==> src/rtl/murmur3_32_stream_hash_assert.svh <==
// Assertion macros for the streaming MurmurHash3 block.
// Depends on signals named clk and rst_n in the including module.
`ifndef MURMUR3_32_STREAM_HASH_ASSERT_SVH
`define MURMUR3_32_STREAM_HASH_ASSERT_SVH

// Same-cycle implication, disabled during reset.
`define MUR3_ASSERT_IMP(lbl, ante, cons) \
    lbl: assert property (@(posedge clk) disable iff (!rst_n) (ante) |-> (cons)) \
        else $error("mur3 assertion failed");

// Next-cycle implication, disabled during reset.
`define MUR3_ASSERT_NXT(lbl, ante, cons) \
    lbl: assert property (@(posedge clk) disable iff (!rst_n) (ante) |=> (cons)) \
        else $error("mur3 assertion failed");

`endif

==> src/rtl/mur3_pkg.sv <==
// Shared types, constants and helper functions for the MurmurHash3 block.
// No dependencies; used by mur3_mul and murmur3_32_stream_hash.
`default_nettype none

package mur3_pkg;

    localparam logic [31:0] MIX_C1  = 32'hcc9e2d51;
    localparam logic [31:0] MIX_C2  = 32'h1b873593;
    localparam logic [31:0] MIX_ADD = 32'he6546b64;
    localparam logic [31:0] FIN_M1  = 32'h85ebca6b;
    localparam logic [31:0] FIN_M2  = 32'hc2b2ae35;

    localparam logic [2:0] FULL_COUNT = 3'd4;

    typedef enum logic [2:0] {
        ST_IDLE,
        ST_K1,
        ST_K2,
        ST_MIX,
        ST_F0,
        ST_F1,
        ST_F2
    } state_t;

    typedef enum logic [1:0] {
        MUL_C1,
        MUL_C2,
        MUL_M1,
        MUL_M2
    } mul_sel_t;

    typedef struct packed {
        logic        en;
        mul_sel_t    sel;
        logic [31:0] operand;
    } mul_req_t;

    function automatic logic [31:0] mul_const(input mul_sel_t sel);
        logic [31:0] c;
        unique case (sel)
            MUL_C1:  c = MIX_C1;
            MUL_C2:  c = MIX_C2;
            MUL_M1:  c = FIN_M1;
            MUL_M2:  c = FIN_M2;
            default: c = MIX_C1;
        endcase
        return c;
    endfunction

    function automatic logic [31:0] rotl15(input logic [31:0] x);
        return {x[16:0], x[31:17]};
    endfunction

    function automatic logic [31:0] rotl13(input logic [31:0] x);
        return {x[18:0], x[31:19]};
    endfunction

    // Keep only the valid low bytes of a tail word.
    function automatic logic [31:0] byte_mask(input logic [2:0] count);
        logic [31:0] m;
        unique case (count)
            3'd0:    m = 32'h0000_0000;
            3'd1:    m = 32'h0000_00ff;
            3'd2:    m = 32'h0000_ffff;
            3'd3:    m = 32'h00ff_ffff;
            default: m = 32'hffff_ffff;
        endcase
        return m;
    endfunction

endpackage

`default_nettype wire

==> src/rtl/mur3_mul.sv <==
// Shared constant multiplier: operand times a selected constant, low 32 bits.
// Depends on mur3_pkg for the request struct and constant table.
`default_nettype none

module mur3_mul (
    input  wire logic              clk,
    input  wire mur3_pkg::mul_req_t req,
    output logic [31:0]            prod
);

    logic [31:0] low_prod;
    logic [31:0] prod_reg;
    logic [31:0] prod_next;

    // Keep only the low half of the product; the hash works modulo 2^32.
    assign low_prod = req.operand * mur3_pkg::mul_const(req.sel);
    // Hold the product unless a new multiply is issued.
    assign prod_next = req.en ? low_prod : prod_reg;

    always_ff @(posedge clk)
    begin
        prod_reg <= prod_next;
    end

    assign prod = prod_reg;

endmodule

`default_nettype wire

==> src/rtl/murmur3_32_stream_hash.sv <==
// Streaming MurmurHash3 x86_32 top level: sequencer, hash state, output beat.
// Depends on mur3_pkg, mur3_mul and murmur3_32_stream_hash_assert.svh.
//
// Usage:
//   Input channel (data_valid/data_ready) carries one 32-bit little-endian
//   word per beat with byte_count, last and seed. The seed is taken on the
//   first beat of a message; byte_count below four counts only on the last
//   beat, and values above four count as four.
//   Output channel (hash_valid/hash_ready) carries one hash_value beat per
//   message, after its last word.
//   Sequence: every multiply goes through one shared registered multiplier.
//   A full or tail word passes the accept, two multiplies and mix steps;
//   the finalizer adds two multiplies and an output step, and an empty
//   last word goes straight from accept to the finalizer. data_ready is
//   high only in the idle step.
//   Stall: the output register holds a finished hash while the receiver
//   stalls; the next message's words keep flowing, and only a second
//   finished hash waits in the output step until the register frees.
//   Reset: clears the sequencer, the message flag and the output valid.
`default_nettype none

module murmur3_32_stream_hash (
    input  wire logic        clk,
    input  wire logic        rst_n,
    input  wire logic        data_valid,
    output logic             data_ready,
    input  wire logic [31:0] data_word,
    input  wire logic [2:0]  byte_count,
    input  wire logic        last,
    input  wire logic [31:0] seed,
    output logic             hash_valid,
    input  wire logic        hash_ready,
    output logic [31:0]      hash_value
);

    `include "murmur3_32_stream_hash_assert.svh"

    mur3_pkg::state_t   state_reg, state_next;
    mur3_pkg::mul_req_t mul_req;
    logic [31:0]        prod;

    logic [31:0] k_reg, k_next;
    logic [31:0] hash_reg, hash_next;
    logic [31:0] len_reg, len_next;
    logic        in_msg_reg, in_msg_next;
    logic        last_reg, last_next;
    logic        full_reg, full_next;
    logic        hash_valid_reg, hash_valid_next;
    logic [31:0] hash_value_reg, hash_value_next;

    logic [2:0]  eff_count;
    logic [31:0] mix_h;
    logic [31:0] fin_t;

    mur3_mul u_mul (
        .clk  (clk),
        .req  (mul_req),
        .prod (prod)
    );

    // Control state.
    always_ff @(posedge clk or negedge rst_n)
    begin
        if (!rst_n)
        begin
            state_reg      <= mur3_pkg::ST_IDLE;
            in_msg_reg     <= 1'b0;
            hash_valid_reg <= 1'b0;
        end
        else
        begin
            state_reg      <= state_next;
            in_msg_reg     <= in_msg_next;
            hash_valid_reg <= hash_valid_next;
        end
    end

    // Payload state.
    always_ff @(posedge clk)
    begin
        k_reg          <= k_next;
        hash_reg       <= hash_next;
        len_reg        <= len_next;
        last_reg       <= last_next;
        full_reg       <= full_next;
        hash_value_reg <= hash_value_next;
    end

    // Short counts are honored only on the last word; above four means four.
    assign eff_count = (!last || byte_count > mur3_pkg::FULL_COUNT)
                       ? mur3_pkg::FULL_COUNT : byte_count;

    always_comb
    begin
        state_next      = state_reg;
        k_next          = k_reg;
        hash_next       = hash_reg;
        len_next        = len_reg;
        in_msg_next     = in_msg_reg;
        last_next       = last_reg;
        full_next       = full_reg;
        hash_value_next = hash_value_reg;
        // Drop the output beat once the receiver takes it.
        hash_valid_next = hash_valid_reg && !hash_ready;
        data_ready      = 1'b0;
        mul_req.en      = 1'b0;
        mul_req.sel     = mur3_pkg::MUL_C1;
        mul_req.operand = k_reg;
        mix_h           = hash_reg ^ prod;
        fin_t           = hash_reg ^ len_reg;

        unique case (state_reg)
            mur3_pkg::ST_IDLE:
            begin
                data_ready = 1'b1;
                if (data_valid)
                begin
                    // Load the seed on the first word of a message.
                    k_next      = data_word & mur3_pkg::byte_mask(eff_count);
                    hash_next   = in_msg_reg ? hash_reg : seed;
                    len_next    = (in_msg_reg ? len_reg : 32'd0) + 32'(eff_count);
                    in_msg_next = 1'b1;
                    last_next   = last;
                    full_next   = (eff_count == mur3_pkg::FULL_COUNT);
                    state_next  = (eff_count == 3'd0) ? mur3_pkg::ST_F0
                                                      : mur3_pkg::ST_K1;
                end
            end
            mur3_pkg::ST_K1:
            begin
                mul_req.en      = 1'b1;
                mul_req.sel     = mur3_pkg::MUL_C1;
                mul_req.operand = k_reg;
                state_next      = mur3_pkg::ST_K2;
            end
            mur3_pkg::ST_K2:
            begin
                mul_req.en      = 1'b1;
                mul_req.sel     = mur3_pkg::MUL_C2;
                mul_req.operand = mur3_pkg::rotl15(prod);
                state_next      = mur3_pkg::ST_MIX;
            end
            mur3_pkg::ST_MIX:
            begin
                // Full words rotate and add; a tail word only xors in.
                if (full_reg)
                begin
                    mix_h = mur3_pkg::rotl13(hash_reg ^ prod);
                    mix_h = (mix_h << 2) + mix_h + mur3_pkg::MIX_ADD;
                end
                hash_next  = mix_h;
                state_next = last_reg ? mur3_pkg::ST_F0 : mur3_pkg::ST_IDLE;
            end
            mur3_pkg::ST_F0:
            begin
                fin_t           = fin_t ^ (fin_t >> 16);
                mul_req.en      = 1'b1;
                mul_req.sel     = mur3_pkg::MUL_M1;
                mul_req.operand = fin_t;
                in_msg_next     = 1'b0;
                state_next      = mur3_pkg::ST_F1;
            end
            mur3_pkg::ST_F1:
            begin
                mul_req.en      = 1'b1;
                mul_req.sel     = mur3_pkg::MUL_M2;
                mul_req.operand = prod ^ (prod >> 13);
                state_next      = mur3_pkg::ST_F2;
            end
            mur3_pkg::ST_F2:
            begin
                // Hold here while the previous hash still waits.
                if (!hash_valid_reg || hash_ready)
                begin
                    hash_value_next = prod ^ (prod >> 16);
                    hash_valid_next = 1'b1;
                    state_next      = mur3_pkg::ST_IDLE;
                end
            end
            default:
            begin
                state_next = mur3_pkg::ST_IDLE;
            end
        endcase
    end

    assign hash_valid = hash_valid_reg;
    assign hash_value = hash_value_reg;

    `MUR3_ASSERT_IMP(a_rose_after_fin, $rose(hash_valid_reg),
                     $past(state_reg) == mur3_pkg::ST_F2)
    `MUR3_ASSERT_IMP(a_mix_after_k2, state_reg == mur3_pkg::ST_MIX,
                     $past(state_reg) == mur3_pkg::ST_K2)
    `MUR3_ASSERT_NXT(a_word_starts_mul, data_valid && data_ready && !last,
                     state_reg == mur3_pkg::ST_K1)
    `MUR3_ASSERT_NXT(a_hold_on_stall,
                     state_reg == mur3_pkg::ST_F2 && hash_valid_reg && !hash_ready,
                     state_reg == mur3_pkg::ST_F2 && $stable(prod))

endmodule

`default_nettype wire
==> config.mk <==
export PLATFORM = sky130hd
export DESIGN_NAME = murmur3_32_stream_hash
export DESIGN_NICKNAME = d
export VERILOG_FILES = /design/src/rtl/mur3_pkg.sv /design/src/rtl/mur3_mul.sv /design/src/rtl/murmur3_32_stream_hash.sv
export VERILOG_INCLUDE_DIRS = /design/src /design/src/rtl
export SDC_FILE = /design/constraint.sdc
export NUM_CORES = 1
export LEC_CHECK = 0
export BUFFER_PORTS_ARGS = -buffer_cell sky130_fd_sc_hd__buf_2
export CORE_MARGIN = 2
export CORE_UTILIZATION = 55
export DETAILED_ROUTE_END_ITERATION = 8
export GPL_TIMING_DRIVEN = 0
export HOLD_SLACK_MARGIN = 0.1
export MAX_ROUTING_LAYER = met4
export PLACE_DENSITY = 0.84
export SLEW_MARGIN = 15
export SYNTH_ARGS = -nofsm -noshare
export SYNTH_HDL_FRONTEND = slang
export SYNTH_HIERARCHICAL = 1
export SYNTH_SLANG_ARGS = --single-unit
==> constraint.sdc <==
create_clock -name clk -period 24.2 [get_ports clk]
set_input_delay 4.84 -clock clk [delete_from_list [all_inputs] [get_ports clk]]
set_output_delay 4.84 -clock clk [all_outputs]
set_load 0.03 [all_outputs]
Yosys cells after proc, flatten, opt, wreduce, memory -nomap -nowiden. Index checks and enable logic that the tools add are counted.

Register bits after elaboration: 167. Memories kept: 0. Latch bits: 0. ROM bits: 0. RAM bits: 0. Logic and storage cells: 74.

Shifts and indexed selects: 0. Bitwise operators: 6. $mul: 1. Reductions and logical operators: 16. Magnitude comparators: 1. Add/subtract/negate cells: 3. Div/mod/pow operators: 0. Mux-type cells: 21. Equal/unequal tests: 16.

Operator list (count): $pmux 32 s4 (2); $mux 32 (6); $pmux 35 s4 (1); $pmux 32 s2 (1); $xor 32x16->32 (2); $xor 32x32->32 (2); $add 32x3->32 (1); $add 32x32->32 (1); $add 32x32->32 const B (1); $and 32x32->32 (1); $mul 32x32->32 (1); $xor 32x19->32 (1); $pmux 3 s7 (1); $mux 3 (5); $eq 3x2->1 const B (4); $eq 3x3->1 const B (4); $reduce_and 2->1 (4); $eq 3x1->1 const B (2); $logic_not 3->1 (2); $ne 2x2->1 const B (3); $eq 2x2->1 const B (2); $mux 1 (4); $reduce_bool 2->1 (2); $gt 3x3->1 const B (1); 7 further kinds (10).

Longest topological paths before layout.
Word-level depth: 8. Gate-level depth with buffers: 37. Mapped depth without buffers: 32.

Modules after synthesis. Netlist, hierarchy kept.

By module, submodules not included: mur3_mul (cells an instance 1600, times used 1, sequential area each 960.9 µm², area each 15592.5 µm²); murmur3_32_stream_hash (cells an instance 1047, times used 1, sequential area each 4028.9 µm², area each 9865.7 µm²).

Worst setup path after synthesis. Ideal clock, no wire load.

Path type: reg-to-reg. Start point: register state_reg[2]. End point: register u_mul.prod_reg[31] (netlist: u_mul/prod[31]) (data pin). Slack: 14.902 ns. Arrival time: 9.038 ns. Stages on the path, launching flop included: 37. Library setup time: 0.260 ns. Path through: dfrtp_1 -> clkbuf_1 -> nor2_1 -> and2_1 -> clkbuf_1 -> buf_1 -> or2_2 -> inv_1 -> ha_1 -> or2_1 -> clkbuf_1 -> clkbuf_1 -> clkbuf_1 -> nand2_1 -> fa_1 -> inv_1 -> fa_1 -> fa_1 -> inv_1 -> fa_1 -> inv_1 -> fa_1 -> inv_1 -> fa_1 -> inv_1 -> fa_1 -> fa_1 -> ha_1 -> a21o_1 -> a21oi_1 -> nor2b_1 -> o41a_1 -> or3_4 -> a221oi_4 -> o21ai_2 -> a31oi_4 -> xnor2_1.

RTL lines: start, declared (RTL line murmur3_32_stream_hash.sv:38) `mur3_pkg::state_t state_reg, state_next;`; start signal, assigned (RTL line murmur3_32_stream_hash.sv:66) `state_reg <= mur3_pkg::ST_IDLE;`; start signal, assigned (RTL line murmur3_32_stream_hash.sv:72) `state_reg <= state_next;`; end signal, assigned (RTL line mur3_mul.sv:22) `prod_reg <= prod_next;`; end, declared (RTL line mur3_mul.sv:12) `logic [31:0] prod_reg;`.

==> reports/metrics.csv <==
stage,metric,value,unit
outcome,status,finished with violations,
outcome,violations in the final reports,design-rule violations,
routing,final routed wire length divided by cell count,26.11,um
setup_path,critical-path maximum fanout,12,
cts,clock buffer count from CTS,17,
timing,time the worst path needs with I/O delays and setup,12.43,ns
routing,post-route DRC violation count,6,
cts,Num Clock Sinks,167,
yosys,top cells by instance count after synthesis,"inv_1 (520), fa_1 (391), nand2_1 (248)",
cts,Post CTS Setup Buffer Count,0,
place,GPL Wtd Cong,1.045,
yosys,Synth Warn #,6,
yosys,Post-Synthesis Cell Area,25460,um^2
cells_and_area,share of final-layout standard cells stronger than drive strength 1,6.552,%
timing,setup slack after layout,11.77,ns
timing,RSZ-0062 raised after global routing,false,
setup_path,Crit Reg-Reg Endpoint,u_mul/prod[31],
yosys,number of flops mapped to enable cells by yosys,162,
yosys,cell type with the highest aggregate area in the netlist,fa_1,
yosys,most common cell in the netlist,inv_1,
setup_path,cell with the biggest individual delay on the critical path,buf_1,
place,Placed Area,26870,um^2
yosys,top post-synthesis cells by area,"fa_1 (31%), edfxtp_1 (19%), ha_1 (9.3%)",
timing,Final Slew Violations,0,
cts,Clock Latency Late Sink,0.46,ns
die,top-level port count,106,
cells_and_area,Layout Area Growth over Synthesis,7.844,%
setup_path,reg2reg setup slack,11.77,ns
hold_path,Hold Path Stages,0,
die,y dimension of the die,219.1,um
routing,DRC violation total after the first TritonRoute iteration,2512,
yosys,cells after synthesis,2647,
place,quantity of I/O buffers inserted on ports,105,
yosys,#FFs+latches synth,167,
yosys,number of nets in the synthesized netlist,3300,
cts,post_cts resized,0,
timing,Clock Skews,0.02159,ns
timing,number of setup violations in the final report,0,
routing,total length of routed wires,88620,um
timing,max_slew headroom,14.59,%
hold_path,Hold EP,hash_value[18],
yosys,proportion of synthesized flip-flops having asynchronous set or reset,2.994,%
routing,detailed-router iteration count before antenna repair,9,
setup_path,most repeated library cell on the critical path,fa_1,
yosys,Post-synth top flop,edfxtp_1,
cells_and_area,Layout Nets,3433,
yosys,Cell variety after synth,73,
setup_path,path depth of the worst reg2reg path,35,
hold_path,worst hold path class,reg2reg,
global_route,antenna violations before repair,0,
cts,master cell of the clock root buffer,clkbuf_16,
setup_path,arrival time at the worst endpoint,12.63,ns
die,Die Area,48020,um^2
cts,Clock Tree Buf Depth,2,
yosys,synthesized area divided by synthesized cell count,9.618,um^2
global_route,wire length of the first global-routing pass,131300,um
routing,DR vias/cell,5.964,
setup_path,kind of end point of the critical path,register,
yosys,proportion of synthesized chip area in sequential cells,19.60,%
timing,final cycle utilization of the critical path,51.37,%
die,width of the die,219.1,um
setup_path,buffers plus inverters on the worst setup path,13,
global_route,total congestion overflow after global routing,0,
cts,CTS HTree Levels,4,
cts,hold bufs inserted after CTS,0,
cts,clock tree from TritonCTS,done,
routing,number of vias in the routed layout,20240,
global_route,vias in the first global route,20860,
setup_path,critical path's top delay family,adder cells,
cts,clk slew on worst S/H paths,0.08,ns
setup_path,type of element launching the critical path,register,
timing,setup TNS after final layout,0,ns
setup_path,classification of the worst setup path,reg2reg,
timing,Final Hold Violating Endpoints,0,
yosys,share of the synthesized area in the top cell type,30.75,%
setup_path,RR Startpoint,state_reg[1],
die,effective utilization at floorplan,55.86,%
global_route,maximum number of pins on one net before global-route repair,67,
cells_and_area,design area,27460,um^2
place,pre-CTS setup slack,12.17,ns
hold_path,worst min-delay path startpoint,u_mul/prod[18],
place,placed wire-length estimate after detailed placement,75290,um
global_route,total routing usage reported by global routing,39.40,%
setup_path,maximum single-stage delay on the critical path,0.80,ns
setup_path,data required time at the worst endpoint,24.40,ns
die,Rows,78,
routing,DRT antenna net count,0,
timing,highest clock frequency the design can meet,0.08044,GHz
run,total of max-cap violations,0,
timing,slew of the pin with the lowest slew margin,1.268,ns
die,Core ar.,45580,um^2
## worst max-delay path by stage
stage / start / depth (start not counted) / endpoint / slack [ns]
floorplan: state_reg[2] / 36 / u_mul/prod[31] / 14.90
global placement: state_reg[1] / 35 / u_mul/prod[31] / 12.27
detailed placement: state_reg[2] / 35 / u_mul/prod[31] / 12.17
CTS: state_reg[1] / 35 / u_mul/prod[31] / 12.13
global route: state_reg[1] / 35 / u_mul/prod[31] / 11.54
finish: state_reg[1] / 35 / u_mul/prod[31] / 11.77
## metal layers
layer	wire length, um	up-vias	GRT usage [%]	share of wire (%)
met5	0	-	-	0
met4	4960	0	18.22	5.6
met3	9856	268	8.635	11
met2	39030	1225	57.89	44
met1	34780	10140	52.37	39
li1	-	8612	-	-
## worst reg2reg max path: cells and delay by family (launching register included)
kind	cells	cell delay, ns
fa+ha+maj	10	5.06
buf+inv	13	4.24
compound gates	6	1.40
simple gates	5	1.07
flops	1	0.32
xor+xnor	1	0.09
## metrics by stage
stage	util [%]	hold WS (ns)	cells
global route	60.23	0.4637	3393
global placement	58.66	0.4419	3352
detailed placement	58.96	0.4334	3361
floorplan	-	0.4244	2647
CTS	60.23	0.4501	3393
finish	60.24	0.4488	3394
## cells in the final DEF, fill, tap and decap left out, types with 11 or more instances in the layout
cell       synthesis  routed
a21o_1            37      37
nor2b_1           48      48
edfxtp_1         162     162
a221o_1           17      17
nand4_1           17      17
clkbuf_16          0      17
and3_1            11      11
inv_1            520     519
nor2_1           101     101
clkbuf_1         112     112
o21ai_0          106      97
fa_1             391     391
buf_2              3     108
nor3_1            29      29
xnor2_1          205     204
nand2b_1          33      33
a222oi_1          16      16
a22o_1            16      16
a21oi_1           82      82
and2_1            96      96
nand2_1          248     248
xor2_1            69      69
o21bai_1          15      15
ha_1             190     190
## cell type report
cell class | count | area [um^2]
antenna | 1 | 2.502
buffer | 122 | 471.7
clock buffer | 17 | 425.4
clock inverter | 15 | 156.4
fill | 3906 | 18120
inverter | 521 | 1958
multi-input combinational | 1837 | 18080
sequential | 167 | 4990
tap | 600 | 750.7
timing repair buffer | 114 | 620.6
## cells by family after synthesis
logic type | Yosys count | synth area share [%]
flip-flops | 167 | 19.60
AO/OA/AOI/OAI | 352 | 9.210
other | 1 | 0.01473
multiplexers | 7 | 0.2900
XOR/XNOR | 274 | 9.426
buffers and inverters | 643 | 9.535
AND/OR/NAND/NOR | 622 | 11.84
adder cells (fa/ha/maj) | 581 | 40.08
Power is not shown: default switching activity piles up to over one toggle a cycle in this logic, so the estimate is an artifact.
